==> config.mk <==
export PLATFORM = sky130hd
export DESIGN_NAME = trms_queue
export DESIGN_NICKNAME = d
export VERILOG_FILES = /design/src/trms_pkg.sv /design/src/trms_queue.sv
export SDC_FILE = /design/constraint.sdc
export NUM_CORES = 1
export LEC_CHECK = 0
export ABC_CLOCK_PERIOD_IN_PS = 3300
export BUFFER_PORTS_ARGS = -buffer_cell sky130_fd_sc_hd__buf_2
export CAP_MARGIN = 15
export CELL_PAD_IN_SITES_DETAIL_PLACEMENT = 2
export CELL_PAD_IN_SITES_GLOBAL_PLACEMENT = 2
export CORE_ASPECT_RATIO = 1.5
export CORE_MARGIN = 2
export CORE_UTILIZATION = 40
export DETAILED_ROUTE_END_ITERATION = 12
export MAX_ROUTING_LAYER = met4
export PLACE_DENSITY_LB_ADDON = 0.1
export SLEW_MARGIN = 10
export SYNTH_ARGS = -nofsm -noshare
export SYNTH_HDL_FRONTEND = slang
export SYNTH_SLANG_ARGS = --single-unit
==> constraint.sdc <==
create_clock -name clk -period 3.3 [get_ports clk]
set_input_delay 0.33 -clock clk [delete_from_list [all_inputs] [get_ports clk]]
set_output_delay 0.33 -clock clk [all_outputs]
set_load 0.05 [all_outputs]
==> src/trms_pkg.sv <==
// Shared constants, types and codes of the two-range median select block.
package trms_pkg;

  localparam int DEPTH_DEFAULT       = 131072;
  localparam int VALUE_WIDTH_DEFAULT = 32;
  localparam int INDEX_W             = 17;
  localparam int IN_VALUE_W          = 32;
  // Signed width of index arithmetic; holds every address that four 17-bit indices can form.
  localparam int ADDR_SW             = 24;
  localparam int QUEUE_DEPTH         = 4;

  localparam logic OP_LOAD  = 1'b0;
  localparam logic OP_QUERY = 1'b1;

  typedef logic signed [ADDR_SW-1:0] saddr_t;

  // One job handed from the front to the back. A load uses addr0 and rd0_ok
  // (index inside the array) only.
  typedef struct packed {
    logic   is_query;
    logic   two_reads;
    logic   rd0_ok;
    logic   rd1_ok;
    saddr_t addr0;
    saddr_t addr1;
  } job_t;

endpackage

==> src/trms_queue.sv <==
// Short job queue between the front and the back.
module trms_queue #(
  parameter  int VALUE_WIDTH = trms_pkg::VALUE_WIDTH_DEFAULT,
  parameter  int DEPTH       = trms_pkg::QUEUE_DEPTH,
  localparam int PW          = $clog2(DEPTH),
  localparam int CW          = $clog2(DEPTH + 1)
) (
  input  logic                   clk,
  input  logic                   rst_n,
  input  logic                   push_valid,
  output logic                   push_ready,
  input  trms_pkg::job_t         push_job,
  input  logic [VALUE_WIDTH-1:0] push_val,
  output logic                   pop_valid,
  input  logic                   pop_ready,
  output trms_pkg::job_t         pop_job,
  output logic [VALUE_WIDTH-1:0] pop_val
);

  trms_pkg::job_t         job_r [DEPTH];
  logic [VALUE_WIDTH-1:0] val_r [DEPTH];
  logic [PW-1:0]          wr_ptr_r, wr_ptr_nxt;
  logic [PW-1:0]          rd_ptr_r, rd_ptr_nxt;
  logic [CW-1:0]          count_r, count_nxt;
  logic                   do_push, do_pop;

  assign push_ready = (count_r != CW'(DEPTH));
  assign pop_valid  = (count_r != '0);
  assign do_push    = push_valid && push_ready;
  assign do_pop     = pop_valid && pop_ready;
  assign pop_job    = job_r[rd_ptr_r];
  assign pop_val    = val_r[rd_ptr_r];

  always_comb begin
    wr_ptr_nxt = do_push ? PW'(wr_ptr_r + 1'b1) : wr_ptr_r;
    rd_ptr_nxt = do_pop  ? PW'(rd_ptr_r + 1'b1) : rd_ptr_r;
    count_nxt  = count_r;
    if (do_push && !do_pop) begin
      count_nxt = CW'(count_r + 1'b1);
    end else if (do_pop && !do_push) begin
      count_nxt = CW'(count_r - 1'b1);
    end
  end

  always_ff @(posedge clk) begin
    if (!rst_n) begin
      wr_ptr_r <= '0;
      rd_ptr_r <= '0;
      count_r  <= '0;
    end else begin
      wr_ptr_r <= wr_ptr_nxt;
      rd_ptr_r <= rd_ptr_nxt;
      count_r  <= count_nxt;
    end
  end

  always_ff @(posedge clk) begin
    if (do_push) begin
      job_r[wr_ptr_r] <= push_job;
      val_r[wr_ptr_r] <= push_val;
    end
  end

endmodule

; ---- Yosys cells after proc, flatten, opt, wreduce, memory -nomap -nowiden
; Memory sizes are Yosys's and may differ from the RTL's. A register that Yosys moved wholly into a read port is not among the register bits.
; Cells that the tools add are included.
[totals]
regBits = 7
mem_count = 2
wordCells = 26
mem_bits_rw = 336
output_inout_bits = 86
[mem_list]
columns = name, depth, word_bits, read_ports, rd_ports_with_merged_regs, write_ports, line_no
row1 = job_r, 4, 52, 1, 1, 1, trms_queue.sv:20  ; trms_pkg::job_t job_r [DEPTH];
row2 = val_r, 4, 32, 1, 1, 1, trms_queue.sv:21  ; logic [VALUE_WIDTH-1:0] val_r [DEPTH];
[op_classes]
addsub = 4
n_eq_ne = 1
n_mux = 8
n_reduce_logical = 8
[op_table]
columns = op, n
row1 = 2-bit two-way mux, 4
row2 = 3-bit two-way mux, 2
row3 = 2-bit by 1-bit adder with 2-bit output (second input constant), 2
row4 = 1-bit logical AND, 4
row5 = 3-bit by 1-bit adder with 3-bit output (second input constant), 1
row6 = 3-bit inequality test (second input constant), 1
row7 = 3-bit nonzero test, 1
row8 = 3-bit by 1-bit subtractor with 3-bit output (second input constant), 1
row9 = 1-bit logical NOT, 2
row10 = 1-bit two-way mux, 2
row11 = 2-bit nonzero test, 1

; ---- Logic depth before layout (Yosys ltp)
; Gate-level depths: netlist of run 1.
[depth]
depth_word = 6
depth_mapped = 8
depth_no_buf = 8

; ---- Worst setup path after synthesis of run 1
; Ideal clock, no wire load.
[synth_timing]
path_kind = register -> register
start = reg count_r[0]
end = mem job_r[2][0] (netlist name) (enable)
slack_ps = 51
n_path_buf = 0
path_stages_with_launch = 4
t_arrival_ps = 2797
required_ps = 2848
path_cell_list = dfxtp_1 > nor2_1 > a21boi_2 > and2_1
[synth_via]
elab_chain_len = 4
[synth_lines]
columns = item, line_no
row1 = "start, declared", trms_queue.sv:24  ; logic [CW-1:0] count_r, count_nxt;
row2 = "start signal, assigned", trms_queue.sv:53  ; count_r <= count_nxt;
row3 = 3-bit inequality test, trms_queue.sv:27  ; assign push_ready = (count_r != CW'(DEPTH));
row4 = 1-bit logical AND, trms_queue.sv:29  ; assign do_push = push_valid && push_ready;
row5 = net do_push, trms_queue.sv:25  ; logic do_push, do_pop;
row6 = 1-bit two-way mux, trms_queue.sv:58  ; if (do_push) begin
row7 = 1-bit two-way mux (not written as such), trms_queue.sv:59  ; job_r[wr_ptr_r] <= push_job;
row8 = "end, declared", trms_queue.sv:20
; The timed path passes the listed nets, and every way through them passes these cells.

==> flow_metrics.tcl, run 1 <==
set metrics [dict create \
    status "complete, no violations" \
    place.gp.congestion 0.713 \
    drive_above_1_share_pct 45.1 \
    rows 79 \
    wl_mm 28.1 \
    ys_types 23 \
    regArea_um2 10300 \
    cts_buffer_depth 3 \
    crit_path_cell_trace "buf_4 > mux4_2 > buf_2" \
    timing.rr.start "count_r[0]" \
    synth-seq-area-share_pct 81.5 \
    min_period_over_period_pct 80.0 \
    vias 5805 \
    drt_pass1_iterations 4 \
    max_slew.worst_pin.slew_ps 699 \
    ant_nets 0 \
    dieArea_um2 33000 \
    rsz0062_at_grt "false" \
    powerDensity_nw_per_um2 890 \
    startpoint_type "register" \
    die_w_um 149 \
    post-route-min-period_ps 2640 \
    multi_input_area_um2 2190 \
    start_util_pct 40.6 \
    criticalPathCategory "reg2out" \
    syn_avg_cell_area_um2 25.9 \
    cts_sinks 345 \
    ir_drop_mv 0.642 \
    hold_class "in2reg" \
    finalSetupTns_ps 0 \
    cp_max_fo 34 \
    insertion_delay_ps 530 \
    path_delay_family "buffers and inverters" \
    max_freq_mhz 379 \
    antenna_found_initial 5 \
    cts_buffers 36 \
    grt_pass1_vias 6943 \
    synth_nets 580 \
    area_growth_pct 21.4 \
    cp_data_required_time_ps 2970 \
    cts_tree "built" \
    end_kind "output pin" \
    maxSlewViolCount 0 \
    drt_iter0_drc 252 \
    clk_pin_slew_ps 60 \
    syn_area_um2 12600 \
    setup_viol 0 \
    avgRoutedWirePerCell_um 24.6 \
    num-fill-cells 2775 \
    finalPower_mw 13.6 \
    ys_ff_latch 345 \
    crit_arrival_ps 2310 \
    hp-start "push_val[17]" \
    ys_warn_count 0 \
    dpl.cell_count 1059 \
    p_leak_nw 5.11 \
    slew_headroom_pct 53.4 \
    final_cells 1142 \
    grt-ovfl-total 0 \
    cts_resized 0 \
    drc 0 \
    grt_max_degree 51 \
    grt_pass1_wl_mm 43.1 \
    core_area_um2 31000 \
    portBuffers 173 \
    avgViaCountPerCell 5.08 \
    synthCells 486 \
    grt_usage_pct 18.3 \
    fp.dieH_um 221 \
    critPathBufInv 2 \
    drv_cap 0 \
    cpPeakStageDelay_ps 620 \
    num-nets-final 799 \
    clock_skew_ps 21.7 \
    cpMaxStageDelayCell "mux4_2" \
    cts_root_buffer "clkbuf_16" \
    finalHoldViolCount 0 \
    h-tree-depth 2 \
    ios 174 \
    dpl.hpwl_mm 17.6 \
]
[path summary, 6_finish.rpt]
kind	cells past startpoint	end	slack (ps)
setup reg to reg	8	count_r[2]	870
hold reg to reg	2	wr_ptr_r[0]	530
setup / recovery	3	pop_job[47]	660
hold / removal	1	val_r[1][17]	30
[area by class of cell]
cell class	count	share of cell area (%)
sequential	345	67.2
multi-input combinational	119	14.3
timing repair buffer	200	7.69
clock buffer	46	6.34
tap	405	3.31
clock inverter	19	0.966
antenna	5	0.0818
inverter	3	0.0737
[worst register-to-register path: cells and delay by family (launching register included)]
family / cells / cell delay [ps]
AND/OR/NAND/NOR: 2 / 440
XOR/XNOR: 1 / 170
adder cells (fa/ha/maj): 2 / 630
AO/OA/AOI/OAI: 2 / 570
flip-flops: 1 / 490
buffers and inverters: 1 / 60
[power by group]
group | total, mW | switching, mW | internal [mW]
Combinational | 4.28 | 2.98 | 1.30
Clock | 3.85 | 1.61 | 2.24
Sequential | 5.48 | 0.160 | 5.32
Total | 13.6 | 4.75 | 8.86
[synth_stat cells]
master,instances,share of area (%)
nor2b_1,1,0.050
mux4_2,84,15
xnor2_1,3,0.21
dfxtp_1,9,1.4
o21ai_0,1,0.040
buf_4,2,0.12
edfxtp_1,336,80
or3_1,2,0.099
ha_1,5,0.50
inv_1,3,0.089
nor2_1,1,0.030
a21boi_2,1,0.089
mux2i_1,3,0.24
o311ai_1,1,0.070
buf_6,7,0.63
clkbuf_1,3,0.089
a21boi_0,1,0.060
fa_1,1,0.16
nand2_1,5,0.15
o31ai_2,1,0.099
xor2_1,1,0.070
and2_1,8,0.40
buf_2,7,0.28
[routing by layer]
metal | wire length [um] | vias to the layer above | part of all wire, % | GRT usage, %
li1 | - | 2527 | - | -
met1 | 10300 | 3092 | 37 | 20.1
met2 | 15800 | 152 | 56 | 33.0
met3 | 1480 | 34 | 5.3 | 4.06
met4 | 512 | 0 | 1.8 | 5.10
met5 | 0 | - | 0 | -
[stage by stage]
stage	utilization, %	setup WS, ps	area, um2	hold WS, ps
3_5_place_dp	45.2	835	14000	525
6_report	49.3	659	15300	25.3
3_3_place_gp	45.2	1060	14000	477
5_1_grt	49.3	460	15300	14.0
4_1_cts	49.2	551	15300	0.196
2_1_floorplan	-	50.9	12600	429
[flip-flops by register name, indices dropped and copies added, names as in the netlist, named ones only]
| register | count |
|---|---|
| wr_ptr_r | 2 |
| rd_ptr_r | 2 |
| count_r | 3 |
| job_r | 208 |
| val_r | 128 |
[what timing repair did]
action	in CTS	in global routing
endpoints found under the hold margin	40	0
setup buffers	0	0
endpoints found under the setup margin	0	0
hold buffers	13	0
[kinds of logic after synthesis]
group	after synthesis	synth area share [%]
AOI/OAI and AO/OA	5	0.358
xor gates and xnor gates	4	0.278
adders and majority gates	6	0.656
buffers and inverters	22	1.20
DFF	345	81.5
muxes	87	15.3
and+or+nand+nor	17	0.725
[cell usage in the layout (no fill, tap or decap), types with 2 or more instances in the layout]
master         netlist  final
ha_1                 5      5
buf_12               0      6
mux2i_1              3      3
clkinv_2             0      8
buf_4                2      8
nand2_1              5      5
clkinv_1             0      6
dlygate4sd3_1        0     13
inv_1                3      3
dfxtp_1              9      7
dfxtp_4              0      2
mux4_2              84     84
clkbuf_1             3      8
and2_1               8      4
xnor2_1              3      3
diode_2              0      5
and2_4               0      4
clkbuf_16            0     37
or3_1                2      2
inv_6                0      2
buf_2                7    173
bufinv_16            0      2
edfxtp_1           336    336
No activity file was read; power rests on OpenSTA's default activity.
==> run 2, diff against run 1 <==
--- a/config.mk
+++ b/config.mk
@@ -5,7 +5,7 @@
 export SDC_FILE = /design/constraint.sdc
 export NUM_CORES = 1
 export LEC_CHECK = 0
-export ABC_CLOCK_PERIOD_IN_PS = 3300
+export ABC_CLOCK_PERIOD_IN_PS = 2680
 export BUFFER_PORTS_ARGS = -buffer_cell sky130_fd_sc_hd__buf_2
 export CAP_MARGIN = 15
 export CELL_PAD_IN_SITES_DETAIL_PLACEMENT = 2
==> constraint.sdc (replaced) <==
create_clock -name clk -period 2.68 [get_ports clk]
set_input_delay 0.268 -clock clk [delete_from_list [all_inputs] [get_ports clk]]
set_output_delay 0.268 -clock clk [all_outputs]
set_load 0.05 [all_outputs]
==> run 2 against run 1 <==
Die area did not move. Largest power group unchanged. Critical endpoint is now count_r[2]. Count of clock-buffer cells in the layout fell by 4. Sequential power increased by 24%. Combinational power rose by 28%. Global-route usage is 0.96 points higher. Worst setup slack lost 410 ps.
==> flow_metrics.tcl, run 2 (synthesis gave the netlist of run 1 again) <==
set metrics [dict create \
    fin_ws_ps 248 \
    p_leak_nw 5.53 \
    wl_mm 30.1 \
    avgViaCountPerCell 5.02 \
    sw_frac_of_total_pct 34.3 \
    p_clk_share_pct 29.5 \
    grt_usage_pct 19.2 \
    num-fill-cells 2727 \
    cts_buffer_depth 3 \
    antenna_found_initial 0 \
    portBuffers 173 \
    drv_cap 0 \
    mostFrequentLayoutCell "edfxtp_1" \
    finalPower_mw 17.4 \
    hold_depth 2 \
    h-tree-depth 2 \
    cts_sinks 345 \
    combPwrFrac_pct 31.6 \
    finalSetupTns_ps 0 \
    dieArea_um2 33000 \
    top_register "job_r" \
    grt_pass1_wl_mm 45.4 \
    crit_path_cell_trace "nor2_1 > a21boi_2 > ha_1 > inv_1 > fa_1 > xor2_1 > or3_1 > a21boi_0" \
    status "complete, no violations" \
    drt_pass1_iterations 4 \
    cp_data_required_time_ps 3110 \
    rsz0062_at_grt "false" \
    num-nets-final 881 \
    multi_input_area_um2 2190 \
    final_cell_mix "336 x edfxtp_1, 173 x buf_2, 84 x mux4_2, 84 x dlygate4sd3_1, 37 x clkbuf_16" \
    timing.rr.start "count_r[1]" \
    hold_class "in2reg" \
    clk_pin_slew_ps 70 \
    grt_pass1_vias 7184 \
    drt_iter0_drc 359 \
    cpPeakStageDelay_ps 450 \
    cts_tree "built" \
    core_area_um2 31000 \
    ant_nets 0 \
    cts_root_buffer "clkbuf_16" \
    startpoint_type "register" \
    end_kind "register" \
    largestRegisters "job_r: 208 flops, val_r: 128 flops, count_r: 3 flops" \
    ios 174 \
    regArea_um2 10300 \
    dpl.hpwl_mm 18.7 \
    grt_max_degree 41 \
    path_delay_family "adder cells" \
    ir_drop_mv 0.708 \
    finalCoreUtilization_pct 52.3 \
    antenna_cells 0 \
    criticalPathCategory "reg2reg" \
    drive_above_1_share_pct 42.4 \
    maxSlewViolCount 0 \
    largest_reg_flops 208 \
    reg2reg_depth 8 \
    start_util_pct 40.6 \
    min_period_over_period_pct 90.8 \
    critPathBufInv 1 \
    max_slew.worst_pin.slew_ps 526 \
    setup.worst_path.start "count_r[1]" \
    slew_headroom_pct 65.0 \
    cts_buffers 35 \
    crit_arrival_ps 2860 \
    insertion_delay_ps 520 \
    powerDensity_nw_per_um2 1070 \
    cp_max_fo 7 \
    p_int_mw 11.4 \
    clock_skew_ps 20.5 \
    max_freq_mhz 411 \
    crit_cells 8 \
    switchingPower_mw 5.97 \
    hp-start "rst_n" \
    setup_viol 0 \
    drc 0 \
    hold-worst-slack_ps 91.6 \
    die_w_um 149 \
    post-route-min-period_ps 2430 \
    p_seq_share_pct 38.9 \
    vias 6120 \
    place.gp.congestion 0.715 \
    avgRoutedWirePerCell_um 24.7 \
    cpMaxStageDelayCell "dfxtp_1" \
    dpl_worst_slack_ps 224 \
    finalHoldViolCount 0 \
    rows 79 \
    area_growth_pct 28.8 \
    grt-ovfl-total 0 \
    fp.dieH_um 221 \
]
[run 2: path summary, 6_finish.rpt]
check / endpoint / slack, ps
max: count_r[2] / 250
min: register / 90
max reg2reg: count_r[2] / 250
min reg2reg: wr_ptr_r[0] / 530
[run 2: final cells by class]
| cell class | instances | share of cell area [%] |
|---|---|---|
| Multi-Input combinational cell | 119 | 13.5 |
| Clock buffer | 42 | 5.82 |
| Tap cell | 405 | 3.12 |
| Inverter | 3 | 0.0694 |
| Sequential cell | 345 | 63.3 |
| Timing Repair Buffer | 283 | 12.6 |
| Clock inverter | 21 | 1.62 |
[run 2: per-layer routing]
metal | vias to the layer above | GRT usage [%] | share of wire (%)
met3 | 41 | 3.42 | 4.1
met1 | 3230 | 22.0 | 39
li1 | 2700 | - | -
met4 | 0 | 4.42 | 1.9
met2 | 149 | 34.9 | 55
met5 | - | - | 0
[run 2: through the flow]
step	std cells	area [um2]
finish	1218	16200
global route	1218	16200
detailed placement	1067	14100
global placement	1067	14100
CTS	1214	16200
floorplan	486	12600
[run 2: power by group through the flow]
stage,Combinational (mW),Clock (mW),Sequential [mW]
2_1_floorplan,4.16,0,6.78
3_3_place_gp,5.33,0,6.88
3_5_place_dp,5.40,0,6.95
4_1_cts,5.53,5.28,6.85
5_1_grt,5.79,5.47,6.83
6_report,5.49,5.13,6.78
[run 2: what timing repair did]
item                                    in CTS  in global routing
hold buffers                                84                  0
endpoints found under the hold margin      334                  0
endpoints found under the setup margin       0                  2
buffers inserted                             0                  4
resized for setup                            0                  0
